### config.mk
export PLATFORM = sky130hd
export DESIGN_NAME = gamepad_packet_decoder
export DESIGN_NICKNAME = d
export VERILOG_FILES = /design/src/rtl/core/gpd_pkg.sv /design/src/rtl/core/gamepad_packet_decoder.sv /design/src/rtl/core/gpd_front.sv /design/src/rtl/core/gpd_queue.sv /design/src/rtl/core/gpd_back.sv
export SDC_FILE = /design/constraint.sdc
export NUM_CORES = 1
export LEC_CHECK = 0
export BUFFER_PORTS_ARGS = -buffer_cell sky130_fd_sc_hd__buf_2
export CORE_MARGIN = 2
export CORE_UTILIZATION = 40
export DETAILED_ROUTE_END_ITERATION = 8
export SETUP_SLACK_MARGIN = 0.1
export SLEW_MARGIN = 20
export SYNTH_ARGS = -nofsm -noshare
export SYNTH_HDL_FRONTEND = slang
export SYNTH_SLANG_ARGS = --single-unit
### constraint.sdc
create_clock -name i_clk -period 10 [get_ports i_clk]
set_input_delay 2 -clock i_clk [delete_from_list [all_inputs] [get_ports i_clk]]
set_output_delay 2 -clock i_clk [all_outputs]
set_load 0.01 [all_outputs]
### src/rtl/core/gpd_pkg.sv
package gpd_pkg;

    localparam int FRAME_BYTES     = 8;
    localparam int BYTE_W          = 8;
    localparam int FRAME_W         = FRAME_BYTES * BYTE_W;
    localparam int NUM_BUTTONS     = 16;
    localparam int QUEUE_DEPTH_DEF = 2;

    localparam logic [BYTE_W-1:0] START_BYTE_RST = 8'h80;
    localparam logic [6:0]        CHECK_MASK     = 7'h7f;
    localparam logic [BYTE_W-1:0] STICK_BIAS     = 8'h40;

    typedef logic [BYTE_W-1:0] t_byte;

    // classified word handed from front to back
    typedef struct packed {
        logic               ok;
        logic [FRAME_W-1:0] frame;
    } t_frame_word;

endpackage

### src/rtl/core/gamepad_packet_decoder.sv
// Gamepad packet decoder. Each input word is a snapshot of an 8-byte circular
// receive buffer; it is rotated to the last start byte, checked against the
// 7-bit checksum in byte 7, and a good frame updates the stored sticks and the
// 16 button edge trackers. Every input word yields exactly one output word,
// with frame_ok telling whether this snapshot was good; a bad one repeats the
// stored values. One word per cycle sustained while the output side is not
// stalled; a word is held in the queue, then in the output register. The front
// (search, rotate, checksum) feeds the back (state update, output register)
// through a QUEUE_DEPTH-entry queue; input stall rises only when it is full.
// start_byte may be written only while no word is in flight.
module gamepad_packet_decoder
    import gpd_pkg::*;
#(
    parameter int QUEUE_DEPTH = QUEUE_DEPTH_DEF
) (
    input  logic                     i_clk,
    input  logic                     i_rst_n,
    input  logic                     i_cfg_wr_en,
    input  logic [BYTE_W-1:0]        i_cfg_wr_data,
    input  logic                     i_in_valid,
    output logic                     o_in_stall,
    input  logic [FRAME_W-1:0]       i_frame_bytes,
    output logic                     o_out_valid,
    input  logic                     i_out_stall,
    output logic                     o_frame_ok,
    output logic signed [7:0]        o_left_x,
    output logic signed [7:0]        o_left_y,
    output logic signed [7:0]        o_right_x,
    output logic signed [7:0]        o_right_y,
    output logic [2*NUM_BUTTONS-1:0] o_button_states
);

    t_frame_word front_word;
    t_frame_word back_word;
    logic        q_full;
    logic        q_empty;
    logic        q_pop;

    assign o_in_stall = q_full;

    gpd_front u_front (
        .i_clk         (i_clk),
        .i_rst_n       (i_rst_n),
        .i_cfg_wr_en   (i_cfg_wr_en),
        .i_cfg_wr_data (i_cfg_wr_data),
        .i_frame_bytes (i_frame_bytes),
        .o_word        (front_word)
    );

    gpd_queue #(
        .DEPTH (QUEUE_DEPTH)
    ) u_queue (
        .i_clk       (i_clk),
        .i_rst_n     (i_rst_n),
        .i_push      (i_in_valid),
        .i_push_word (front_word),
        .o_full      (q_full),
        .i_pop       (q_pop),
        .o_pop_word  (back_word),
        .o_empty     (q_empty)
    );

    gpd_back u_back (
        .i_clk           (i_clk),
        .i_rst_n         (i_rst_n),
        .i_word          (back_word),
        .i_word_avail    (!q_empty),
        .o_pop           (q_pop),
        .o_valid         (o_out_valid),
        .i_stall         (i_out_stall),
        .o_frame_ok      (o_frame_ok),
        .o_left_x        (o_left_x),
        .o_left_y        (o_left_y),
        .o_right_x       (o_right_x),
        .o_right_y       (o_right_y),
        .o_button_states (o_button_states)
    );

endmodule

### src/rtl/core/gpd_front.sv
module gpd_front
    import gpd_pkg::*;
(
    input  logic               i_clk,
    input  logic               i_rst_n,
    input  logic               i_cfg_wr_en,
    input  logic [BYTE_W-1:0]  i_cfg_wr_data,
    input  logic [FRAME_W-1:0] i_frame_bytes,
    output t_frame_word        o_word
);

    localparam int POS_W = $clog2(FRAME_BYTES);

    t_byte             r_start_byte;
    t_byte             raw [FRAME_BYTES];
    t_byte             fr  [FRAME_BYTES];
    logic              found;
    logic [POS_W-1:0]  pos;
    logic [6:0]        sum;

    always_ff @(posedge i_clk) begin
        if (!i_rst_n) begin
            r_start_byte <= START_BYTE_RST;
        end else if (i_cfg_wr_en) begin
            r_start_byte <= i_cfg_wr_data;
        end
    end

    always_comb begin
        found = 1'b0;
        pos   = '0;
        for (int i = 0; i < FRAME_BYTES; i++) begin
            raw[i] = i_frame_bytes[i*BYTE_W +: BYTE_W];
            if (raw[i] == r_start_byte) begin
                found = 1'b1;
                pos   = POS_W'(i);
            end
        end
    end

    // rotate so the last start byte leads
    always_comb begin
        for (int i = 0; i < FRAME_BYTES; i++) begin
            fr[i] = found ? raw[POS_W'(pos + POS_W'(i))] : '0;
        end
    end

    always_comb begin
        sum = '0;
        for (int i = 1; i < FRAME_BYTES - 1; i++) begin
            sum = sum + fr[i][6:0];
        end
    end

    always_comb begin
        o_word.ok = (fr[0] == r_start_byte) &&
                    ({1'b0, sum & CHECK_MASK} == fr[FRAME_BYTES-1]);
        for (int i = 0; i < FRAME_BYTES; i++) begin
            o_word.frame[i*BYTE_W +: BYTE_W] = fr[i];
        end
    end

endmodule

### src/rtl/core/gpd_queue.sv
module gpd_queue
    import gpd_pkg::*;
#(
    parameter int DEPTH = QUEUE_DEPTH_DEF
) (
    input  logic        i_clk,
    input  logic        i_rst_n,
    input  logic        i_push,
    input  t_frame_word i_push_word,
    output logic        o_full,
    input  logic        i_pop,
    output t_frame_word o_pop_word,
    output logic        o_empty
);

    localparam int PTR_W = (DEPTH > 1) ? $clog2(DEPTH) : 1;
    localparam int CNT_W = $clog2(DEPTH + 1);

    t_frame_word       r_mem [DEPTH];
    logic [PTR_W-1:0]  r_wr_ptr;
    logic [PTR_W-1:0]  r_rd_ptr;
    logic [CNT_W-1:0]  r_count;
    logic              do_push;
    logic              do_pop;

    assign o_full     = (r_count == CNT_W'(DEPTH));
    assign o_empty    = (r_count == '0);
    assign do_push    = i_push && !o_full;
    assign do_pop     = i_pop && !o_empty;
    assign o_pop_word = r_mem[r_rd_ptr];

    always_ff @(posedge i_clk) begin
        if (do_push) begin
            r_mem[r_wr_ptr] <= i_push_word;
        end
    end

    always_ff @(posedge i_clk) begin
        if (!i_rst_n) begin
            r_wr_ptr <= '0;
            r_rd_ptr <= '0;
            r_count  <= '0;
        end else begin
            if (do_push) begin
                r_wr_ptr <= (r_wr_ptr == PTR_W'(DEPTH - 1)) ? '0 : r_wr_ptr + 1'b1;
            end
            if (do_pop) begin
                r_rd_ptr <= (r_rd_ptr == PTR_W'(DEPTH - 1)) ? '0 : r_rd_ptr + 1'b1;
            end
            r_count <= r_count + CNT_W'(do_push) - CNT_W'(do_pop);
        end
    end

endmodule

### src/rtl/core/gpd_back.sv
module gpd_back
    import gpd_pkg::*;
(
    input  logic                    i_clk,
    input  logic                    i_rst_n,
    input  t_frame_word             i_word,
    input  logic                    i_word_avail,
    output logic                    o_pop,
    output logic                    o_valid,
    input  logic                    i_stall,
    output logic                    o_frame_ok,
    output logic signed [7:0]       o_left_x,
    output logic signed [7:0]       o_left_y,
    output logic signed [7:0]       o_right_x,
    output logic signed [7:0]       o_right_y,
    output logic [2*NUM_BUTTONS-1:0] o_button_states
);

    typedef enum logic [1:0] {
        BTN_RELEASE      = 2'd0,
        BTN_PUSH_EDGE    = 2'd1,
        BTN_PUSH         = 2'd2,
        BTN_RELEASE_EDGE = 2'd3
    } t_btn;

    logic               r_valid;
    logic               r_ok;
    logic [FRAME_W-1:0] r_last_frame;
    t_btn               r_trk [NUM_BUTTONS];
    t_btn               n_trk [NUM_BUTTONS];
    logic [NUM_BUTTONS-1:0] btn_word;

    assign o_pop   = i_word_avail && (!r_valid || !i_stall);
    assign btn_word = {i_word.frame[1*BYTE_W +: BYTE_W], i_word.frame[2*BYTE_W +: BYTE_W]};

    always_comb begin
        for (int k = 0; k < NUM_BUTTONS; k++) begin
            unique case (r_trk[k])
                BTN_PUSH_EDGE, BTN_PUSH:
                    n_trk[k] = btn_word[k] ? BTN_PUSH : BTN_RELEASE_EDGE;
                BTN_RELEASE, BTN_RELEASE_EDGE:
                    n_trk[k] = btn_word[k] ? BTN_PUSH_EDGE : BTN_RELEASE;
                default:
                    n_trk[k] = BTN_RELEASE;
            endcase
        end
    end

    always_ff @(posedge i_clk) begin
        if (!i_rst_n) begin
            r_valid      <= 1'b0;
            r_ok         <= 1'b0;
            r_last_frame <= '0;
            for (int k = 0; k < NUM_BUTTONS; k++) begin
                r_trk[k] <= BTN_RELEASE;
            end
        end else begin
            if (o_pop) begin
                r_valid <= 1'b1;
                r_ok    <= i_word.ok;
                if (i_word.ok) begin
                    r_last_frame <= i_word.frame;
                    r_trk        <= n_trk;
                end
            end else if (!i_stall) begin
                r_valid <= 1'b0;
            end
        end
    end

    assign o_valid    = r_valid;
    assign o_frame_ok = r_ok;
    assign o_left_x   = r_last_frame[3*BYTE_W +: BYTE_W] - STICK_BIAS;
    assign o_left_y   = r_last_frame[4*BYTE_W +: BYTE_W] - STICK_BIAS;
    assign o_right_x  = r_last_frame[5*BYTE_W +: BYTE_W] - STICK_BIAS;
    assign o_right_y  = r_last_frame[6*BYTE_W +: BYTE_W] - STICK_BIAS;

    always_comb begin
        for (int k = 0; k < NUM_BUTTONS; k++) begin
            o_button_states[2*k +: 2] = r_trk[k];
        end
    end

endmodule
==> run metrics, run 1 <==
outcome=completed; pin count of the biggest net entering global routing=98; via/cell ratio=5.254; Placed Instances=1,643; Slew headroom=0.3596; grt total ovfl=0; minimum clock period=8367 ps; period utilization=0.8367; initial DRC count=673; Initial Util=0.4053; Top Ports=144; P per Cell Area=176.4 nW/µm²; total routed wirelength=31,110 µm; synthesized flop and latch total=177; remaining antenna violation count=0; Die W=174.3 µm; Final Setup Violations=0; Max clock buf depth=2; Post-Syn Area per Cell=9.701 µm²; sequential-to-total area share from yosys stat=0.3899; final cell count without fillers=1,675; HP Class=register to register; first-pass GRT wire length=48,490 µm; Post-CTS Setup Inserts=0; dpl hpwl=23,270 µm; Syn-to-layout area delta=12.23%; Port Buffers=143; hold buffers post-CTS=0; count of pins over their slew limit=0; CTS root buffer=clkbuf_16; # Max-Cap Violations=0; clk sinks=177; ranking of synthesized cells by area=edfxtp_1 25%, mux2i_1 14%, dfxtp_1 14%; CP endpoint kind=register; r2r worst-path depth=23; via count=8,801; Post-synth EDFFs=98; Hold Path Stages=2; peak supply drop=115.2 µV; syn_nets=1,305; Synth top area share=0.2536; vias in the first global route=8,451; RSZ-0062 raised after global routing=no; CORE AREA=28,630 µm²; slew at the pin with the worst max-slew slack=945.6 ps; cts bufs inserted=17; post_cts resized=0; crit path max fanout=31; CP startpoint kind=input port; final hold viol count=0; CP Class=input port to register; CTS tree=done; YS warnings=0; CP required=10,170 ps; layout cell share with drive strength beyond 1=0.1727; area of the die=30,380 µm²; router iterations before antenna repair=5; LEAKAGE=5.882 nW; H-tree Lvls=4; DRC Markers=0; nets@finish=1,387; FP Rows=62; worst r2r dst=u_queue.r_mem[0][64]$_DFFE_PP_; initial antenna violation count=1; R2R Path Start=u_front.r_start_byte[1]$_SDFFE_PN0P_; Clock transition at path regs=80 ps; Primary FF master, synth=edfxtp_1; Avg WL per Cell=18.57 µm; post-synthesis cell area=11,600 µm²; post-synthesis cell type count=61; hold_ws=495.6 ps; Max Clock Skew=30.57 ps; GPL Wtd Cong=0.9124; largest area contributor in the netlist=edfxtp_1; share of async-settable or async-resettable flops after synthesis=0; hold_sp=u_back.o_valid$_SDFFE_PN0P_; setup_tns=0 ps; worst hold endpoint=u_back.o_valid$_SDFFE_PN0P_; FMAX=119.5 MHz; Reg2Reg Setup Slack=2650 ps; GRT Util Overall=0.2050; Clock Latency Late Sink=440 ps; DIE HEIGHT=174.3 µm; Syn Inst Count=1,196; Worst EP arrival=8540 ps; Ant. Diodes=0
synth_stat cells, types with 4 or more instances:
cell        n
xnor2_1   100
nand3_1    21
ha_1        9
or2_2       9
nor2_1     38
inv_1      58
nand4_1     9
nand2b_1   11
dfxtp_1    79
nor2b_1    10
edfxtp_1   98
clkbuf_1   38
and2_1     39
buf_4      36
mux2i_1   164
a31oi_1     7
xor2_1     38
nand2_1   202
nor4_1      7
buf_1      15
a22oi_1     9
nor3_1      5
a21o_1      7
and3_1      4
buf_2       9
a211oi_1    7
mux2_2      5
o21ai_0    35
a21oi_1    24
fa_1       23
o211a_1    32
state kept, by name, summed over array words and instances, names as in the netlist, named ones only:
signal                  count
u_back.o_button_states     32
u_back.o_frame_ok           1
u_queue.r_mem              98
u_queue.r_wr_ptr            1
u_back.o_valid              1
u_queue.r_count             2
u_back.r_last_frame        32
u_queue.r_rd_ptr            1
u_front.r_start_byte        8
cell type report:
| type | count | area (µm²) |
|---|---|---|
| Inverter | 60 | 225.2 |
| Timing Repair Buffer | 162 | 858.3 |
| Fill cell | 2762 | 15600 |
| Clock inverter | 15 | 162.7 |
| Multi-Input combinational cell | 860 | 6344 |
| Tap cell | 384 | 480.5 |
| Sequential cell | 177 | 4526 |
| Clock buffer | 17 | 425.4 |
power breakdown:
group	switching (W)	leakage [nW]	internal (W)
combinational	0.000395	3.94	0.000294
sequential	0.0000599	1.65	0.000881
clock	0.000331	0.285	0.000336
total	0.000786	5.88	0.00151
critical path: stages:
cell and delay [ps]:
buf_2 120, xor2_1 140, nor4_1 750, o211ai_1 260
o311a_1 330, nor2_8 460, ha_1 380, buf_4 280
mux2i_1 270, nand2_1 90, a21oi_1 310, inv_1 100
fa_1 470, fa_1 540, inv_1 60, fa_1 420
ha_1 220, fa_1 410, a21o_1 190, a21oi_1 190
xnor2_1 160, xnor2_1 160, xnor2_1 160, nor4_2 60
through the flow:
step           total power (W)  utilization  cell area, µm²  setup slack [ps]
2_1_floorplan         0.001470            -           11600              1074
3_3_place_gp          0.001646       0.4343           12430              1392
3_5_place_dp          0.001655       0.4343           12430              1266
4_1_cts               0.002330       0.4549           13020              1735
5_1_grt               0.002438       0.4549           13020              1348
6_report              0.002297       0.4549           13020              1633
worst max path at each step:
stage / start / end / depth (start not counted)
4_1_cts: i_frame_bytes[33] / u_queue.r_mem[0][64]$_DFFE_PP_ / 24
3_5_place_dp: i_frame_bytes[33] / u_queue.r_mem[0][64]$_DFFE_PP_ / 24
3_3_place_gp: i_frame_bytes[33] / u_queue.r_mem[0][64]$_DFFE_PP_ / 24
6_report: i_frame_bytes[33] / u_queue.r_mem[0][64]$_DFFE_PP_ / 24
2_1_floorplan: i_frame_bytes[22] / u_queue.r_mem[0][64]$_DFFE_PP_ / 29
5_1_grt: i_frame_bytes[33] / u_queue.r_mem[0][64]$_DFFE_PP_ / 24
cell families after synthesis:
logic type | after synthesis | share of synthesized area
flops | 177 | 0.3899
mux | 170 | 0.1483
xor+xnor | 138 | 0.1042
simple gates | 364 | 0.1460
compound gates | 156 | 0.09749
buf+inv | 159 | 0.06470
fa+ha+maj | 32 | 0.04939
cells in the final DEF, fill, tap and decap left out, types with 9 or more instances in the layout:
| cell type | Yosys | final |
|---|---|---|
| edfxtp_1 | 98 | 98 |
| nor2b_1 | 10 | 10 |
| and2_1 | 39 | 39 |
| fa_1 | 23 | 23 |
| o21ai_0 | 35 | 35 |
| dfxtp_1 | 79 | 78 |
| mux2i_1 | 164 | 164 |
| ha_1 | 9 | 9 |
| a22oi_1 | 9 | 9 |
| buf_4 | 36 | 19 |
| nor2_1 | 38 | 36 |
| or2_2 | 9 | 9 |
| o211a_1 | 32 | 32 |
| inv_1 | 58 | 58 |
| buf_2 | 9 | 143 |
| nand4_1 | 9 | 9 |
| nand3_1 | 21 | 21 |
| xnor2_1 | 100 | 100 |
| xor2_1 | 38 | 38 |
| a21oi_1 | 24 | 24 |
| clkbuf_16 | 0 | 17 |
| nand2_1 | 202 | 202 |
| nand2b_1 | 11 | 11 |
per-layer routing:
layer  routed length (µm)  global-route usage  share of wire
met5                   11                   0        0.00035
met4                  725             0.06513          0.023
met3                 1837             0.03609          0.059
met2                13240              0.3024           0.43
met1                15300              0.3034           0.49
(Power assumes the default switching activity.)
==> run 2, diff against run 1 <==
ABC_AREA = 1   (was not set)
clock period = 6.73 ns   (was 10 ns; I/O delays follow)
==> run 2 against run 1 <==
Against the previous run: cell count rose by 25%; hold slack got worse by 33 ps; count of clock-buffer cells in the layout increased by 2; largest power group unchanged; utilization rose by 3.1 points; global-route usage up 1.2 points; cell area grew 6.5%; clock power rose by 40%; critical endpoint is now u_queue.r_mem[1][64]$_DFFE_PP_; synthesized area shrank 0.37%.
==> run metrics, run 2 <==
outcome=completed; DIE HEIGHT=174 µm; CTS tree=done; CTS root buffer=clkbuf_16; LEAKAGE=6.452 nW; Clock transition at path regs=60 ps; Top reg by flops=u_queue.r_mem; commonest cells in the netlist=305 x nand2_1, 171 x inv_1, 159 x nand3_1, 124 x a21oi_1, 118 x nor2_1; count of pins over their slew limit=0; first-pass GRT wire length=51,740 µm; Top Ports=144; H-tree Lvls=4; Synth top area share=0.2546; Worst EP arrival=6570 ps; largest area contributor in the netlist=edfxtp_1; Primary FF master, synth=edfxtp_1; max reg flops=98; top-count cell post-synth=nand2_1; Port Buffers=143; DRC Markers=0; layout cell share with drive strength beyond 1=0.2250; setup_tns=0 ps; final hold viol count=0; sequential-to-total area share from yosys stat=0.3914; Max Clock Skew=18.68 ps; Power Total=0.003621 W; most frequent cells in the layout=304 x nand2_1, 170 x inv_1, 159 x nand3_1, 143 x buf_2, 123 x a21oi_1; slew at the pin with the worst max-slew slack=957.4 ps; vias in the first global route=9,556; initial antenna violation count=0; CP startpoint kind=input port; Ant. Diodes=0; GPL Wtd Cong=0.9325; minimum clock period=6382 ps; clk sinks=177; Fillers=2,863; Avg WL per Cell=15.67 µm; Die W=174 µm; CP peak stage delay=560 ps; dpl hpwl=25,340 µm; Place WS=-209.2 ps; YS warnings=0; synthesized flop and latch total=177; cts bufs inserted=17; CP endpoint kind=register; area of the die=30,280 µm²; Slew headroom=0.3608; Syn Inst Count=1,499; P per Cell Area=261.0 nW/µm²; # Max-Cap Violations=0; via/cell ratio=4.997; post-synthesis cell area=11,560 µm²; period utilization=0.9483; Max clock buf depth=2; critical path's slowest cell=fa_1; via count=10,420; syn_nets=1,608; Setup WS post-layout=347.9 ps; FP Rows=62; initial DRC count=888; Clock Latency Late Sink=440 ps; grt total ovfl=0; peak supply drop=149.1 µV; Syn-to-layout area delta=19.98%; Post-Syn Area per Cell=7.712 µm²; Final Setup Violations=0; post-synthesis cell type count=46; total routed wirelength=32,680 µm; crit path max fanout=21; HP Class=register to register; share of async-settable or async-resettable flops after synthesis=0; ranking of synthesized cells by area=edfxtp_1 25%, dfxtp_1 14%, nand2_1 9.9%; RSZ-0062 raised after global routing=no; remaining antenna violation count=0; FMAX=156.7 MHz; nets@finish=1,798; CORE AREA=28,550 µm²; pin count of the biggest net entering global routing=78; hold buffers post-CTS=0; utilization after layout=0.4858; router iterations before antenna repair=5; GRT Util Overall=0.2173; CP Class=input port to register; CP required=6910 ps; Post-synth EDFFs=98; Initial Util=0.4049; commonest non-fill, non-tap cell in the layout=nand2_1; crit-path most repeated cell=nand2_1
[run 2: cell types whose count changed after synthesis, moves of 80 or more]
cell,delta
nand3_1,+138
nor2_1,+80
inv_1,+113
nand2_1,+103
a21oi_1,+100
xnor2_1,-91
mux2i_1,-132
[run 2: area by class of cell]
cell class | instances | area [µm²] | share of cell area
clock buffer | 19 | 432.9 | 0.03121
clock inverter | 13 | 112.6 | 0.008119
inverter | 196 | 755.7 | 0.05449
multi-input combinational | 1025 | 5782 | 0.4169
sequential | 177 | 4526 | 0.3263
tap | 384 | 480.5 | 0.03464
timing repair buffer | 272 | 1780 | 0.1284
[run 2: metal layers]
layer	global-route usage	wire, µm	vias to the layer above
met4	0.07283	788	0
met1	0.3143	15760	4735
met3	0.03587	1995	44
met2	0.3300	14140	385
met5	0	0	-
li1	-	-	5259
[run 2: cell families after synthesis]
family          synth area share
compound gates            0.1171
xor+xnor                 0.05174
fa+ha+maj                0.04957
buf+inv                   0.1190
flops                     0.3914
mux                      0.02868
simple gates              0.2426
[run 2: timing repair]
item,CTS,global route
setup buffers,0,4
gates resized for setup,0,26
endpoints found under the setup margin,0,2
hold endpoints to repair,0,0
[run 2: critical path, delay by kind of cell]
kind	cells	cell delay [ps]
multiplexers	1	290
buffers and inverters	8	790
AND/OR/NAND/NOR	18	1380
AO/OA/AOI/OAI	3	530
adder cells (fa/ha/maj)	5	2200
[run 2: report_power, final]
part / internal, W / switching (W) / leakage (nW)
clock network: 0.000509 / 0.000428 / 0.265
registers: 0.00137 / 0.000119 / 1.59
logic: 0.000446 / 0.000749 / 4.60
[run 2: worst paths after layout]
kind / to / cells past startpoint / slack [ps] / startpoint
hold reg to reg: u_queue.r_rd_ptr$_SDFFE_PN0P_ / 1 / 460 / u_queue.r_rd_ptr$_SDFFE_PN0P_
setup reg to reg: u_queue.r_mem[1][64]$_DFFE_PP_ / 34 / 620 / u_front.r_start_byte[3]$_SDFFE_PN0P_
hold / removal: u_queue.r_rd_ptr$_SDFFE_PN0P_ / 1 / 460 / u_queue.r_rd_ptr$_SDFFE_PN0P_
setup / recovery: u_queue.r_mem[1][64]$_DFFE_PP_ / 35 / 350 / i_frame_bytes[16]
[run 2: stage by stage]
stage               area (µm²)  std cells  hold WS (ps)
floorplan                11610       1499         425.7
detailed placement       13140       2048         452.3
global route             13870       2086         487.7
CTS                      13680       2080         460.2
finish                   13870       2086         462.8
global placement         13140       2048         427.4
